==> src/rtl/lcw_pkg.sv <==
// Shared constants, types and handshake structures of the line clipping block.
package lcw_pkg;

    localparam int CW         = 16;
    localparam int MAX_PASSES = 8;
    localparam int SIZE_W     = 14;
    localparam int CFG_IDX_W  = 1;

    // Internal coordinate width holds the window edges and the original points.
    localparam int IW = ((CW > SIZE_W) ? CW : SIZE_W) + 2;
    // Magnitude width of differences and of the quotient.
    localparam int QW = CW + 1;
    localparam int PW = 2 * QW;

    localparam int PASS_W = $clog2(MAX_PASSES + 1);
    localparam int DIV_W  = $clog2(QW);

    localparam logic [3:0] OC_LEFT   = 4'd1;
    localparam logic [3:0] OC_RIGHT  = 4'd2;
    localparam logic [3:0] OC_BOTTOM = 4'd4;
    localparam logic [3:0] OC_TOP    = 4'd8;

    localparam logic [CFG_IDX_W-1:0] REG_WIN_WIDTH  = CFG_IDX_W'(0);
    localparam logic [CFG_IDX_W-1:0] REG_WIN_HEIGHT = CFG_IDX_W'(1);

    localparam logic [SIZE_W-1:0] WIN_SIZE_RESET = SIZE_W'(1024);

    typedef logic signed [CW-1:0] coord_t;

    typedef enum logic [2:0] {
        ST_IDLE,
        ST_EVAL,
        ST_MULT,
        ST_LOAD,
        ST_DIV,
        ST_UPDATE,
        ST_FINISH
    } clip_state_t;

    typedef struct packed {
        logic load_in;
        logic setup;
        logic mul;
        logic div_load;
        logic div_step;
        logic update;
        logic finish;
        logic visible;
    } clip_cmd_t;

    typedef struct packed {
        logic all_in;
        logic share;
        logic out_free;
    } clip_status_t;

endpackage

==> src/rtl/lcw_ctrl.sv <==
// Sequencer of the clipping passes, the multiply and the serial division.
module lcw_ctrl
    import lcw_pkg::*;
(
    input  logic         clk,
    input  logic         rst_n,
    input  logic         in_valid,
    output logic         in_ready,
    input  clip_status_t status,
    output clip_cmd_t    cmd
);

    clip_state_t       state_reg, state_next;
    logic [PASS_W-1:0] pass_reg, pass_next;
    logic [DIV_W-1:0]  div_cnt_reg, div_cnt_next;
    logic              vis_reg, vis_next;
    logic              cap_hit;

    assign cap_hit = (pass_reg == PASS_W'(MAX_PASSES));

    always_ff @(posedge clk or negedge rst_n)
    begin
        if (!rst_n)
        begin
            state_reg   <= ST_IDLE;
            pass_reg    <= '0;
            div_cnt_reg <= '0;
            vis_reg     <= 1'b0;
        end
        else
        begin
            state_reg   <= state_next;
            pass_reg    <= pass_next;
            div_cnt_reg <= div_cnt_next;
            vis_reg     <= vis_next;
        end
    end

    always_comb
    begin
        state_next   = state_reg;
        pass_next    = pass_reg;
        div_cnt_next = div_cnt_reg;
        vis_next     = vis_reg;
        unique case (state_reg)
            ST_IDLE:
            begin
                if (in_valid)
                begin
                    state_next = ST_EVAL;
                    pass_next  = '0;
                end
            end
            ST_EVAL:
            begin
                if (cap_hit || (!status.all_in && status.share))
                begin
                    vis_next   = 1'b0;
                    state_next = ST_FINISH;
                end
                else if (status.all_in)
                begin
                    vis_next   = 1'b1;
                    state_next = ST_FINISH;
                end
                else
                begin
                    state_next = ST_MULT;
                end
            end
            ST_MULT:
            begin
                state_next = ST_LOAD;
            end
            ST_LOAD:
            begin
                div_cnt_next = '0;
                state_next   = ST_DIV;
            end
            ST_DIV:
            begin
                div_cnt_next = div_cnt_reg + 1'b1;
                if (div_cnt_reg == DIV_W'(QW - 1))
                begin
                    state_next = ST_UPDATE;
                end
            end
            ST_UPDATE:
            begin
                pass_next  = pass_reg + 1'b1;
                state_next = ST_EVAL;
            end
            ST_FINISH:
            begin
                if (status.out_free)
                begin
                    state_next = ST_IDLE;
                end
            end
            default:
            begin
                state_next = ST_IDLE;
            end
        endcase
    end

    always_comb
    begin
        cmd      = '0;
        in_ready = 1'b0;
        unique case (state_reg)
            ST_IDLE:
            begin
                in_ready    = 1'b1;
                cmd.load_in = in_valid;
            end
            ST_EVAL:
            begin
                cmd.setup = !cap_hit && !status.all_in && !status.share;
            end
            ST_MULT:
            begin
                cmd.mul = 1'b1;
            end
            ST_LOAD:
            begin
                cmd.div_load = 1'b1;
            end
            ST_DIV:
            begin
                cmd.div_step = 1'b1;
            end
            ST_UPDATE:
            begin
                cmd.update = 1'b1;
            end
            ST_FINISH:
            begin
                cmd.finish  = status.out_free;
                cmd.visible = vis_reg;
            end
            default:
            begin
                cmd = '0;
            end
        endcase
    end

endmodule

==> config.mk <==
export PLATFORM = sky130hd
export DESIGN_NAME = lcw_ctrl
export DESIGN_NICKNAME = d
export VERILOG_FILES = /design/src/rtl/lcw_pkg.sv /design/src/rtl/lcw_ctrl.sv
export SDC_FILE = /design/constraint.sdc
export NUM_CORES = 1
export LEC_CHECK = 0
export BUFFER_PORTS_ARGS = -buffer_cell sky130_fd_sc_hd__buf_2
export CAP_MARGIN = 5
export CORE_MARGIN = 3
export CORE_UTILIZATION = 47
export DETAILED_ROUTE_END_ITERATION = 16
export HOLD_SLACK_MARGIN = 0.08
export PLACE_DENSITY_LB_ADDON = 0.1
export SLEW_MARGIN = 20
export SYNTH_ARGS = -nofsm -noshare
export SYNTH_HDL_FRONTEND = slang
export SYNTH_SLANG_ARGS = --single-unit
==> constraint.sdc <==
create_clock -name clk -period 1.3 [get_ports clk]
set_input_delay 0.195 -clock clk [delete_from_list [all_inputs] [get_ports clk]]
set_output_delay 0.195 -clock clk [all_outputs]
set_load 0.01 [all_outputs]
==> out/metrics.csv, run 1 <==
metric;value;unit
yosys.cell_types.count;36;
worstEndpointGrtRepair;cmd[6];
postSynthCellCount;76;
place.gp.congestion;0.804;
die_x;46.4;µm
syn_area_per_cell;10.1;µm²
syn_nets;86;
grt_antenna_before_repair;0;
grt_start_max_net_pins;14;
synth-seq-cells;13;
yosys_warnings;0;
worst-ep-kind;primary output;
cts_max_level;1;
dp_hpwl;1300;µm
clock-sinks;13;
syn_area;767;µm²
status;stopped before the end;
fp-row-count;13;
die_h;46.4;µm
stop_stage;global routing (5_1_grt);
io_pins;15;
cts_made_buffers;3;
io_buffers;14;
initial_core_util;0.542;
run.stop_error;[ERROR DPL-0033] detailed placement checks failed during check placement.;
cts_buffer_depth;2;
cts-root-buf;clkbuf_4;
ys_seq_area_frac;0.424;
## per-stage QoR
step / util / instances / setup slack (ns) / cell area [µm²] / TNS (ns)
after floorplan: - / 76 / -0.0588 / 792 / -0.214
after global placement: 0.687 / 116 / -0.112 / 972 / -0.310
after detailed placement: 0.687 / 116 / -0.119 / 972 / -0.434
after CTS: 0.881 / 138 / -0.330 / 1250 / -2.95
## cells in the mapped netlist
| master | n | area share |
|---|---|---|
| buf_2 | 1 | 0.0065 |
| and3_1 | 3 | 0.024 |
| clkbuf_1 | 2 | 0.0098 |
| ha_1 | 4 | 0.065 |
| nand2b_1 | 1 | 0.0082 |
| and3b_1 | 2 | 0.023 |
| nand2_1 | 5 | 0.024 |
| nand3_1 | 2 | 0.013 |
| nor4b_1 | 1 | 0.011 |
| o2bb2ai_1 | 1 | 0.011 |
| mux2_2 | 1 | 0.015 |
| nor3_1 | 1 | 0.0065 |
| a22o_1 | 1 | 0.011 |
| nand4b_1 | 1 | 0.011 |
| dfrtp_1 | 13 | 0.42 |
| inv_2 | 1 | 0.0049 |
| inv_1 | 6 | 0.029 |
| mux2_1 | 1 | 0.015 |
| o22ai_1 | 1 | 0.0082 |
| o31ai_1 | 2 | 0.020 |
| nor4b_2 | 1 | 0.020 |
| nor2b_1 | 2 | 0.016 |
| nor4bb_1 | 1 | 0.013 |
| xor2_1 | 1 | 0.011 |
| nand4_1 | 2 | 0.016 |
| a211o_1 | 1 | 0.011 |
| nor3b_1 | 3 | 0.029 |
| buf_4 | 1 | 0.0098 |
| or3b_1 | 1 | 0.011 |
| nand3b_1 | 1 | 0.0098 |
| mux2i_1 | 3 | 0.039 |
| xnor2_1 | 1 | 0.011 |
| o41ai_1 | 1 | 0.011 |
| o21ai_0 | 3 | 0.020 |
| a32o_1 | 1 | 0.013 |
| nor2_1 | 3 | 0.015 |
## repair_timing
item	4_1_cts
hold buffers	1
pin swaps	8
setup endpoints to repair	16
endpoints found under the hold margin	13
setup buffers	17
gates resized for setup	30
## cell families after synthesis
logic type	synth area share
buf+inv	0.0604
fa+ha+maj	0.0653
simple gates	0.253
flops	0.424
mux	0.0685
xor+xnor	0.0228
compound gates	0.106
==> run 2, diff against run 1 <==
--- a/config.mk
+++ b/config.mk
@@ -7,11 +7,10 @@
 export LEC_CHECK = 0
 export BUFFER_PORTS_ARGS = -buffer_cell sky130_fd_sc_hd__buf_2
 export CAP_MARGIN = 5
-export CORE_MARGIN = 3
-export CORE_UTILIZATION = 47
+export CORE_AREA = 3 3 64 66
 export DETAILED_ROUTE_END_ITERATION = 16
-export HOLD_SLACK_MARGIN = 0.08
-export PLACE_DENSITY_LB_ADDON = 0.1
+export DIE_AREA = 0 0 67 69
+export PLACE_DENSITY_LB_ADDON = 0.15
 export SLEW_MARGIN = 20
 export SYNTH_ARGS = -nofsm -noshare
 export SYNTH_HDL_FRONTEND = slang
==> constraint.sdc (replaced) <==
create_clock -name clk -period 1.7 [get_ports clk]
set_input_delay 0.255 -clock clk [delete_from_list [all_inputs] [get_ports clk]]
set_output_delay 0.255 -clock clk [all_outputs]
set_load 0.01 [all_outputs]
==> out/metrics.csv, run 2 <==
metric;value;unit
final_core_util;0.286;
final-max-slew-violation-count;0;
arrival;1.39;ns
cts_tree;done;
pwr-share-seq;0.356;
io_buffers;14;
grt_antenna_before_repair;0;
finalPower;1.65;mW
layout-drive-gt1-share;0.392;
power_leakage;0.512;nW
swShare;0.373;
grt_setup_unrepaired;true;
first_pass_iters;4;
path_clk_slew;0.06;ns
dieArea;4620;µm²
cts_max_level;1;
fin_skew;0.00135;ns
core;3630;µm²
cts-root-buf;clkbuf_8;
num_vias;644;
nFillCells;415;
synthXorXnorAreaFrac;0.0228;
timing.final.ws_setup;0.0515;ns
final-hold-violation-count;0;
clk_latency;0.24;ns
layout_common_cells;buf_2, buf_4, dfrtp_1, inv_1, nand2_1;
die_h;69;µm
fmax;607;MHz
yosys.area_share.simple;0.253;
power.internal;1.04;mW
synth_edf_count;0;
crit_type;flip-flop to output port;
vdd_drop_max;0.000624;V
hold_start;status[0];
gr-usage-all-layers;0.0802;
synth_area_leaders;dfrtp_1, ha_1, mux2i_1;
ys_seq_area_frac;0.424;
syn_area;767;µm²
worst-path-buf-inv;2;
die_x;67;µm
dp_hpwl;1210;µm
grt-ovfl-total;0;
hold_class;input port to flip-flop;
yosysTopAreaCellShare;0.424;
synth-seq-cells;13;
fp-row-count;22;
synth_compound_area_frac;0.106;
final_common_cell;buf_2;
grt.met2_usage;0.131;
place_ws;0.176;ns
p_sw;0.617;mW
status;complete, no violations;
regArea;329;µm²
grt_start_max_net_pins;14;
crit_family;simple AND/OR/NAND/NOR gates;
vias_per_cell;4.29;
path_depth;5;
syn_area_per_cell;10.1;µm²
yosys.cell_types.count;36;
yosys_warnings;0;
drtAntennaViolNets;0;
clock-sinks;13;
synthMuxAreaShare;0.0685;
slew_headroom;0.788;
min_path_cells;2;
cts_made_buffers;3;
cts_buffer_depth;2;
crit_start;pass_reg[0]$_DFFE_PN0P_;
critPathSlowestCell;dfrtp_1;
antennaDiodeCount;0;
reg2regPathDepth;3;
yosysTopAreaCell;dfrtp_1;
period_minus_slack;1.65;ns
tightest_slew;0.314;ns
multi_input_area;413;µm²
synth_fa_ha_area_frac;0.0653;
power_density;1590;nW/µm²
max_stage_delay;0.34;ns
use_met1;0.0980;
worstPathCellList;inv_1, ha_2, and3b_2, nor4b_2, buf_2;
drc_errors;0;
grt_pass1_vias;630;
pwr-share-comb;0.477;
period_share;0.970;
wire_per_inst;11.4;µm
synth_top_family_by_area;simple AND/OR/NAND/NOR gates;
postSynth.asyncResetShare;1.00;
largest_reg_flops;5;
endpoint_kind;output port;
finalSetupViolCount;0;
place.gp.congestion;0.684;
rr_startpoint;state_reg[0]$_DFFE_PN0P_;
drt-total-wl;1710;µm
grt_pass1_wl;2940;µm
initial_core_util;0.211;
io_pins;15;
cp_max_fo;4;
placedCellCount;137;
cp.required;1.44;ns
grt_util_met3;0.0342;
startpoint_type;flip-flop;
ys_top_cells_by_count;dfrtp_1, inv_1, nand2_1, ha_1;
final_cells;150;
drtIter0Drc;6;
yosys_most_used_dff;dfrtp_1;
nets;113;
syn_nets;86;
synthToLayoutAreaGrowth;35.4;%
yosysMostFrequentCell;dfrtp_1;
busiest_layer;met2;
postSynthCellCount;76;
cap_violations;0;
p_clk_frac;0.167;
==> run 2: kinds of logic (layout without fill, tap and decap cells) <==
logic type / after synthesis / in the layout
muxes: 5 / 5
xor gates and xnor gates: 2 / 2
DFF: 13 / 13
and+or+nand+nor: 30 / 30
adders and majority gates: 4 / 4
AOI/OAI and AO/OA: 11 / 11
buffers and inverters: 11 / 37
==> run 2: worst register-to-register path: stages, from the launching register on <==
cell     delay [ns]
dfrtp_2        0.46
or3b_4         0.45
mux2_1         0.33
mux2i_1        0.13
==> run 2: final timing paths <==
| path | end | slack [ns] |
|---|---|---|
| min reg2reg | div_cnt_reg[4]$_DFFE_PN0P_ | 0.47 |
| max reg2reg | div_cnt_reg[2]$_DFFE_PN0P_ | 0.26 |
| min | state_reg[1]$_DFFE_PN0P_ | 0.23 |
| max | cmd[6] | 0.05 |
| max in group asynchronous | state_reg[0]$_DFFE_PN0P_ | 1.00 |
| min in group asynchronous | div_cnt_reg[1]$_DFFE_PN0P_ | 0.44 |
==> run 2: area by class of cell <==
cell class / instances / share of cell area
Inverter: 7 / 0.0277
Timing Repair Buffer: 26 / 0.157
Clock buffer: 4 / 0.0434
Tap cell: 48 / 0.0578
Sequential cell: 13 / 0.317
Multi-Input combinational cell: 52 / 0.398
==> run 2: what timing repair did <==
item                                   in CTS  in global routing
resized for setup                           5                  5
cloned                                      0                  0
hold buffers                                1                  0
buffers inserted                            2                  6
setup endpoints to repair                   2                  3
endpoints found under the hold margin      13                  0
==> run 2: per-layer routing <==
metal  part of all wire  wire length (µm)
met5                  0                 0
met2               0.52               889
met1               0.44               752
met4             0.0070                12
met3              0.030                51
==> run 2: power groups by stage <==
stage	clock, mW	combinational [mW]	sequential (mW)
after detailed placement	0	0.626	0.603
after floorplan	0	0.494	0.526
after CTS	0.290	0.696	0.595
final	0.276	0.788	0.589
after global placement	0	0.630	0.601
after global routing	0.306	0.877	0.613
==> run 2: through the flow <==
stage	hold slack, ns	setup TNS [ns]	cell area (µm²)
3_5_place_dp	0.173	0	900
2_1_floorplan	-0.0406	0	767
4_1_cts	0.225	0	986
6_report	0.230	0	1040
5_1_grt	0.237	-0.0167	1040
3_3_place_gp	0.177	0	900
Power figures use the tool's default switching activity.
