File: config.mk
export PLATFORM = sky130hd
export DESIGN_NAME = lcw_datapath
export DESIGN_NICKNAME = d
export VERILOG_FILES = /design/src/rtl/lcw_pkg.sv /design/src/rtl/lcw_datapath.sv
export SDC_FILE = /design/constraint.sdc
export NUM_CORES = 2
export LEC_CHECK = 0
export BUFFER_PORTS_ARGS = -buffer_cell sky130_fd_sc_hd__buf_2
export CAP_MARGIN = 0
export CORE_ASPECT_RATIO = 1.4
export CORE_MARGIN = 5
export CORE_UTILIZATION = 45
export DETAILED_ROUTE_END_ITERATION = 10
export PLACE_DENSITY = 0.66
export SYNTH_ARGS = -nofsm -noshare
export SYNTH_HDL_FRONTEND = slang
export SYNTH_SLANG_ARGS = --single-unit
File: constraint.sdc
create_clock -name clk -period 18.8 [get_ports clk]
set_input_delay 2.82 -clock clk [delete_from_list [all_inputs] [get_ports clk]]
set_output_delay 2.82 -clock clk [all_outputs]
set_load 0.005 [all_outputs]
File: src/rtl/lcw_pkg.sv
// Shared constants, types and handshake structures of the line clipping block.
package lcw_pkg;

    localparam int CW         = 16;
    localparam int MAX_PASSES = 8;
    localparam int SIZE_W     = 14;
    localparam int CFG_IDX_W  = 1;

    // Internal coordinate width holds the window edges and the original points.
    localparam int IW = ((CW > SIZE_W) ? CW : SIZE_W) + 2;
    // Magnitude width of differences and of the quotient.
    localparam int QW = CW + 1;
    localparam int PW = 2 * QW;

    localparam int PASS_W = $clog2(MAX_PASSES + 1);
    localparam int DIV_W  = $clog2(QW);

    localparam logic [3:0] OC_LEFT   = 4'd1;
    localparam logic [3:0] OC_RIGHT  = 4'd2;
    localparam logic [3:0] OC_BOTTOM = 4'd4;
    localparam logic [3:0] OC_TOP    = 4'd8;

    localparam logic [CFG_IDX_W-1:0] REG_WIN_WIDTH  = CFG_IDX_W'(0);
    localparam logic [CFG_IDX_W-1:0] REG_WIN_HEIGHT = CFG_IDX_W'(1);

    localparam logic [SIZE_W-1:0] WIN_SIZE_RESET = SIZE_W'(1024);

    typedef logic signed [CW-1:0] coord_t;

    typedef enum logic [2:0] {
        ST_IDLE,
        ST_EVAL,
        ST_MULT,
        ST_LOAD,
        ST_DIV,
        ST_UPDATE,
        ST_FINISH
    } clip_state_t;

    typedef struct packed {
        logic load_in;
        logic setup;
        logic mul;
        logic div_load;
        logic div_step;
        logic update;
        logic finish;
        logic visible;
    } clip_cmd_t;

    typedef struct packed {
        logic all_in;
        logic share;
        logic out_free;
    } clip_status_t;

endpackage

File: src/rtl/lcw_datapath.sv
// Endpoint registers, outcodes, edge intersection arithmetic and result register.
module lcw_datapath
    import lcw_pkg::*;
(
    input  logic                 clk,
    input  logic                 rst_n,
    input  logic                 cfg_we,
    input  logic [CFG_IDX_W-1:0] cfg_index,
    input  logic [SIZE_W-1:0]    cfg_data,
    input  coord_t               start_x,
    input  coord_t               start_y,
    input  coord_t               end_x,
    input  coord_t               end_y,
    input  clip_cmd_t            cmd,
    output clip_status_t         status,
    output logic                 out_valid,
    input  logic                 out_ready,
    output logic                 visible,
    output coord_t               clip_start_x,
    output coord_t               clip_start_y,
    output coord_t               clip_end_x,
    output coord_t               clip_end_y
);

    logic [SIZE_W-1:0] w_reg, h_reg;

    logic signed [IW-1:0] x0_reg, y0_reg, x1_reg, y1_reg;
    logic signed [IW-1:0] edge_reg, edge_next;
    logic [QW-1:0]        mag_a_reg, mag_b_reg, mag_d_reg;
    logic                 neg_reg, vert_reg, sel_reg;
    logic [PW-1:0]        prod_reg;
    logic [QW-1:0]        rem_reg, quo_reg;
    logic                 out_valid_reg;
    logic                 vis_reg;
    coord_t               sx_reg, sy_reg, ex_reg, ey_reg;

    logic signed [IW-1:0] wi, hi;
    logic [3:0]           c0, c1, csel;
    logic                 vert_next, sel_next;
    logic signed [IW:0]   a_val, b_val, d_val;
    logic [QW:0]          trial;
    logic signed [IW-1:0] quo_s, new_c;

    function automatic logic [3:0] outcode(input logic signed [IW-1:0] x,
                                           input logic signed [IW-1:0] y,
                                           input logic signed [IW-1:0] wv,
                                           input logic signed [IW-1:0] hv);
        logic [3:0] c;
        c = 4'd0;
        if (x < 0)
        begin
            c = c | OC_LEFT;
        end
        else if (x >= wv)
        begin
            c = c | OC_RIGHT;
        end
        if (y < 0)
        begin
            c = c | OC_BOTTOM;
        end
        else if (y >= hv)
        begin
            c = c | OC_TOP;
        end
        return c;
    endfunction

    function automatic logic [QW-1:0] magnitude(input logic signed [IW:0] v);
        logic signed [IW:0] m;
        m = (v < 0) ? -v : v;
        return m[QW-1:0];
    endfunction

    assign wi = signed'({{(IW - SIZE_W){1'b0}}, w_reg});
    assign hi = signed'({{(IW - SIZE_W){1'b0}}, h_reg});
    assign c0 = outcode(x0_reg, y0_reg, wi, hi);
    assign c1 = outcode(x1_reg, y1_reg, wi, hi);

    assign status.all_in   = ((c0 | c1) == 4'd0);
    assign status.share    = ((c0 & c1) != 4'd0);
    assign status.out_free = !out_valid_reg || out_ready;

    // Pick the first outside endpoint and the edge it is moved onto.
    always_comb
    begin
        sel_next  = (c0 == 4'd0);
        csel      = sel_next ? c1 : c0;
        vert_next = ((csel & (OC_TOP | OC_BOTTOM)) != 4'd0);
        if (vert_next)
        begin
            edge_next = ((csel & OC_TOP) != 4'd0) ? (hi - 1'b1) : '0;
            a_val     = (IW + 1)'(x1_reg) - (IW + 1)'(x0_reg);
            b_val     = (IW + 1)'(edge_next) - (IW + 1)'(y0_reg);
            d_val     = (IW + 1)'(y1_reg) - (IW + 1)'(y0_reg);
        end
        else
        begin
            edge_next = ((csel & OC_RIGHT) != 4'd0) ? (wi - 1'b1) : '0;
            a_val     = (IW + 1)'(y1_reg) - (IW + 1)'(y0_reg);
            b_val     = (IW + 1)'(edge_next) - (IW + 1)'(x0_reg);
            d_val     = (IW + 1)'(x1_reg) - (IW + 1)'(x0_reg);
        end
        if (d_val == 0)
        begin
            d_val = (IW + 1)'(1);
        end
    end

    // One restoring division step per cycle.
    assign trial = {rem_reg, quo_reg[QW-1]} - {1'b0, mag_d_reg};

    assign quo_s = neg_reg ? -signed'(IW'(quo_reg)) : signed'(IW'(quo_reg));
    assign new_c = (vert_reg ? x0_reg : y0_reg) + quo_s;

    always_ff @(posedge clk or negedge rst_n)
    begin
        if (!rst_n)
        begin
            w_reg         <= WIN_SIZE_RESET;
            h_reg         <= WIN_SIZE_RESET;
            out_valid_reg <= 1'b0;
        end
        else
        begin
            if (cfg_we)
            begin
                unique case (cfg_index)
                    REG_WIN_WIDTH:  w_reg <= cfg_data;
                    REG_WIN_HEIGHT: h_reg <= cfg_data;
                    default:        w_reg <= w_reg;
                endcase
            end
            if (cmd.finish)
            begin
                out_valid_reg <= 1'b1;
            end
            else if (out_ready)
            begin
                out_valid_reg <= 1'b0;
            end
        end
    end

    always_ff @(posedge clk)
    begin
        if (cmd.load_in)
        begin
            x0_reg <= IW'(start_x);
            y0_reg <= IW'(start_y);
            x1_reg <= IW'(end_x);
            y1_reg <= IW'(end_y);
        end
        else if (cmd.update)
        begin
            if (sel_reg)
            begin
                x1_reg <= vert_reg ? new_c : edge_reg;
                y1_reg <= vert_reg ? edge_reg : new_c;
            end
            else
            begin
                x0_reg <= vert_reg ? new_c : edge_reg;
                y0_reg <= vert_reg ? edge_reg : new_c;
            end
        end
        if (cmd.setup)
        begin
            sel_reg   <= sel_next;
            vert_reg  <= vert_next;
            edge_reg  <= edge_next;
            mag_a_reg <= magnitude(a_val);
            mag_b_reg <= magnitude(b_val);
            mag_d_reg <= magnitude(d_val);
            neg_reg   <= a_val[IW] ^ b_val[IW] ^ d_val[IW];
        end
        if (cmd.mul)
        begin
            prod_reg <= PW'(mag_a_reg) * PW'(mag_b_reg);
        end
        if (cmd.div_load)
        begin
            rem_reg <= prod_reg[PW-1:QW];
            quo_reg <= prod_reg[QW-1:0];
        end
        else if (cmd.div_step)
        begin
            if (!trial[QW])
            begin
                rem_reg <= trial[QW-1:0];
                quo_reg <= {quo_reg[QW-2:0], 1'b1};
            end
            else
            begin
                rem_reg <= {rem_reg[QW-2:0], quo_reg[QW-1]};
                quo_reg <= {quo_reg[QW-2:0], 1'b0};
            end
        end
        if (cmd.finish)
        begin
            vis_reg <= cmd.visible;
            sx_reg  <= cmd.visible ? x0_reg[CW-1:0] : '0;
            sy_reg  <= cmd.visible ? y0_reg[CW-1:0] : '0;
            ex_reg  <= cmd.visible ? x1_reg[CW-1:0] : '0;
            ey_reg  <= cmd.visible ? y1_reg[CW-1:0] : '0;
        end
    end

    assign out_valid    = out_valid_reg;
    assign visible      = vis_reg;
    assign clip_start_x = sx_reg;
    assign clip_start_y = sy_reg;
    assign clip_end_x   = ex_reg;
    assign clip_end_y   = ey_reg;

endmodule
* Word level (Yosys, flattened, before mapping)
Index checks and enable logic that the tools add are counted.
Cells by class: add/sub/neg operators 12, multiply operators 1, magnitude comparators 11, equality and inequality tests 1, muxes and demuxes 43, bitwise operators 5, reduce and logical (&&, ||, !) cells 15
Operator list (number):
- two-way mux 18 bit | 19
- two-way mux 17 bit | 8
- two-way mux 19 bit | 4
- subtractor 18 x 18 -> 19 bit | 4
- greater-or-equal comparator 18 x 15 -> 1 bit | 4
- less-than comparator 18 x 1 -> 1 bit, second input constant | 4
- less-than comparator 19 x 1 -> 1 bit, second input constant | 3
- negator 17 bit | 3
- multiplier 17 x 17 -> 34 bit | 1
- logical NOT 32 bit | 1
- subtractor 14 x 1 -> 15 bit, second input constant | 2
- two-way mux 4 bit | 6
- adder 18 bit | 1
- negator 17 -> 18 bit | 1
- subtractor 18 x 17 -> 18 bit | 1
- logical NOT 4 bit | 2
- AND reduction 2 bit | 4
- nonzero test 2 bit | 4
- nonzero test 4 bit | 2
- two-way mux 2 bit | 3
- bitwise AND 4 bit | 1
- bitwise OR 4 bit | 1
- two-way mux 1 bit | 3
- inequality test 2 bit, second input constant | 1
- 4 further kinds | 5
Storage, ports and cells: register bits after elaboration 306, bits of input ports 91, word-level logic and storage cells 110

* Logic depth before layout (Yosys ltp)
depth after elaboration 13, gate-level depth with buffers 25, gate-level depth less buffers 24

* Worst setup path before layout
Ideal clock, no wire load.
kind register to register, from reg mag_a_reg[12], to reg prod_reg[33] (data pin), setup time 0.260 ns, data arrival time 6.394 ns, data required time 18.540 ns, setup slack 12.146 ns, stages on the path, launching flop included 26, buffers on the path 2, clock period less this slack 6.654 ns, cells stage by stage edfxtp_1 clkbuf_1 clkbuf_1 nand2_1 fa_1 inv_1 fa_1 inv_1 fa_1 inv_1 fa_1 inv_1 fa_1 inv_1 fa_1 ha_1 o21a_1 o211ai_1 a21boi_0 o21a_1 o22ai_1 o211ai_1 a2111oi_0 o31ai_1 a21oi_1 xnor2_1
Between the ends: longest elaborated chain between the ends 1
Ends and longest elaborated chain:
- from (decl) | RTL line lcw_datapath.sv:29 | logic [QW-1:0] mag_a_reg, mag_b_reg, mag_d_reg;
- from (signal assigned) | RTL line lcw_datapath.sv:172 | mag_a_reg <= magnitude(a_val);
- multiplier 17 x 17 -> 34 bit | RTL line lcw_datapath.sv:179 | prod_reg <= PW'(mag_a_reg) * PW'(mag_b_reg);
- to (signal assigned) | RTL line lcw_datapath.sv:179
- to (decl) | RTL line lcw_datapath.sv:31 | logic [PW-1:0] prod_reg;
Every way passes these cells. A chain may end at the register's enable or synchronous reset.

* Worst setup path in the final report
from reg mag_a_reg[7], to reg prod_reg[33] (data pin)
Same word-level chain as after synthesis.

==> flow_metrics.env <==
export IMPL_wire_per_inst_um=21.97
export IMPL_met2_usage=0.4519
export IMPL_antenna_left=0
export IMPL_core_um2=66700
export IMPL_die_w_um=229.4
export IMPL_syn_inst=3261
export IMPL_num_nets_final=3950
export IMPL_hold_violations=0
export IMPL_synthTopCellsByArea="edfxtp_1 (27%), fa_1 (15%), ha_1 (12%), inv_1 (5.8%), nand2_1 (4.5%)"
export IMPL_cp_start_kind="flip-flop"
export IMPL_largest_register_ffs=34
export IMPL_grtUsageMet3=0.02134
export IMPL_grt_pass1_wl_um=140700
export IMPL_busiest_layer="met2"
export IMPL_ios=160
export IMPL_hp_class="flip-flop to flip-flop"
export IMPL_cpMostUsedCell="fa_1"
export IMPL_seq_area_frac_synth=0.2953
export IMPL_hpwl_um=75140
export IMPL_synth_seq_cells=303
export IMPL_finalCritPeriodShare=0.4113
export IMPL_layout_drive_gt1_share=0.08662
export IMPL_fin_area_um2=32810
export IMPL_final_setup_viol_count=0
export IMPL_numCtsBuffers=30
export IMPL_ys_flop_type="edfxtp_1"
export IMPL_synth_area_um2=30330
export IMPL_yosysWarnings=0
export IMPL_die_area_um2=72770
export IMPL_final_max_slew_viol_count=0
export IMPL_path_max_fanout=17
export IMPL_tns_ns=0
export IMPL_first_pass_iters=6
export IMPL_fmax_mhz=129.3
export IMPL_gp_congestion=0.9694
export IMPL_r2r_cells=21
export IMPL_yosysMostFrequentCell="inv_1"
export IMPL_h_tree_depth=1
export IMPL_post_route_min_period_ns=7.733
export IMPL_start_util=0.4547
export IMPL_fin_skew_ns=0.02381
export IMPL_ys_types=71
export IMPL_clkSlewWorstSetupHoldPaths_ns=0.07
export IMPL_placed_area_um2=31880
export IMPL_synthToLayoutAreaGrowth_pct=8.180
export IMPL_end_kind="flip-flop"
export IMPL_r2r_slack_ns=11.07
export IMPL_path_class="flip-flop to flip-flop"
export IMPL_num_vias=24010
export IMPL_r2r_end="prod_reg[33]$_DFFE_PP_"
export IMPL_cts_hold_buf=0
export IMPL_synth_largest_area_cell="edfxtp_1"
export IMPL_r2r_start="mag_a_reg[7]$_DFFE_PP_"
export IMPL_grt_max_degree=82
export IMPL_synth_common_cells="inv_1 (467), nand2_1 (360), ha_1 (280)"
export IMPL_synthesis_nets=3862
export IMPL_port_buffers=159
export IMPL_outcome="complete, no violations"
export IMPL_cts_resized=0
export IMPL_min_to="h_reg[5]$_DFFE_PN0P_"
export IMPL_synth_compound_area_share=0.1333
export IMPL_synth_top_family_by_area="adder cells"
export IMPL_synth_xor_area_frac=0.05429
export IMPL_grt_pass1_vias=24290
export IMPL_globalRoute_totalOverflow=0
export IMPL_synth_simple_area_share=0.1548
export IMPL_use_met1=0.2745
export IMPL_hold_path_depth=1
export IMPL_cts_tree="yes"
export IMPL_grtUsageTotal=0.2511
export IMPL_rows=112
export IMPL_die_h_um=317.2
export IMPL_crit_family="adder cells"
export IMPL_wirelength_um=92930
export IMPL_synth_edf_count=274
export IMPL_synth_mux_area_frac=0.02186
export IMPL_drc=0
export IMPL_dr_first_iter_drc_count=1439
export IMPL_viasPerCell=5.678
export IMPL_cts_path_max_buffers=3
export IMPL_cts_root_buf="clkbuf_16"
export IMPL_syn_area_per_cell_um2=9.301
export IMPL_post_cts_buffers=0
export IMPL_antenna_found_initial=1
export IMPL_rsz0062_at_grt="no"
export IMPL_crit_arrival_ns=8.08
export IMPL_synth_fa_ha_area_frac=0.2673
export IMPL_min_from="h_reg[5]$_DFFE_PN0P_"
export IMPL_async_reset_ff_frac=0.09571
export IMPL_crit_buf_inv=3
export IMPL_clkLatencyLatePin_ns=0.61
export IMPL_slew_headroom=0.2616
export IMPL_cp_slowest_cell="a2111oi_0"
export IMPL_post_synth_top_area_fraction=0.2713
export IMPL_cts_sinks=303
export IMPL_max_cap_viol_count=0
export IMPL_slowest_delay_ns=0.93
export IMPL_path_cells="nand2_1 > fa_1 > inv_1 > fa_1 > inv_1 > fa_1 > fa_1 > fa_1 > inv_1 > fa_1 > ha_1 > o21a_1 > o211ai_1 > a21boi_0 > o21a_1 > o22ai_1 > o211ai_1 > a2111oi_0 > o31ai_1 > a21oi_1 > xnor2_1"
export IMPL_cp_required_ns=19.15
export IMPL_worst_pin_slew_ns=1.101
==> final cells by class <==
| cell class | count | area [µm²] |
|---|---|---|
| fill | 6419 | 33890 |
| tap | 855 | 1070 |
| multi-input combinational | 2368 | 19160 |
| timing repair buffer | 177 | 930.9 |
| clock inverter | 19 | 133.9 |
| inverter | 469 | 1760 |
| antenna | 3 | 7.507 |
| clock buffer | 35 | 790.8 |
| sequential | 303 | 8956 |
==> cell usage in the layout (no fill, tap or decap), drive strengths merged, types with 48 or more instances in the layout <==
cell / n
inv: 470
nand2: 360
ha: 280
edfxtp: 274
fa: 230
a21oi: 210
buf: 177
and2: 162
nor2: 162
o21ai: 135
xnor2: 134
nor3: 57
xor2: 54
a21o: 49
nand3: 48
==> layer usage <==
| metal | wire length (µm) | vias up |
|---|---|---|
| met5 | 0 | - |
| met4 | 8916 | 0 |
| met3 | 4310 | 273 |
| met2 | 46400 | 822 |
| met1 | 33300 | 11660 |
| li1 | - | 11250 |
==> how the worst max path moves through the flow <==
stage / startpoint / end / slack [ns] / cells after the start
2_1_floorplan: mag_a_reg[12]$_DFFE_PP_ / prod_reg[33]$_DFFE_PP_ / 12.15 / 25
3_3_place_gp: mag_b_reg[8]$_DFFE_PP_ / prod_reg[33]$_DFFE_PP_ / 11.12 / 21
3_5_place_dp: mag_a_reg[7]$_DFFE_PP_ / prod_reg[33]$_DFFE_PP_ / 11.02 / 21
4_1_cts: mag_a_reg[7]$_DFFE_PP_ / prod_reg[33]$_DFFE_PP_ / 10.99 / 21
5_1_grt: mag_a_reg[11]$_DFFE_PP_ / prod_reg[33]$_DFFE_PP_ / 10.52 / 23
6_report: mag_a_reg[7]$_DFFE_PP_ / prod_reg[33]$_DFFE_PP_ / 11.07 / 21
==> logic make-up after synthesis <==
| logic type | Yosys count |
|---|---|
| flops | 303 |
| compound gates | 641 |
| buf+inv | 590 |
| xor+xnor | 188 |
| fa+ha+maj | 510 |
| mux | 62 |
| simple gates | 967 |
==> metrics by stage <==
stage | hold slack (ns) | setup WS [ns] | std cells | util
2_1_floorplan | 0.4794 | 12.15 | 3261 | -
3_3_place_gp | 0.4860 | 11.12 | 4172 | 0.4779
3_5_place_dp | 0.5109 | 11.02 | 4172 | 0.4779
4_1_cts | 0.5259 | 10.99 | 4226 | 0.4918
5_1_grt | 0.5504 | 10.52 | 4226 | 0.4918
6_report | 0.5223 | 11.07 | 4229 | 0.4919
Power is left out: the tool's default activity adds up to more than one toggle a clock period on the data nets, which glitch-free logic cannot reach.
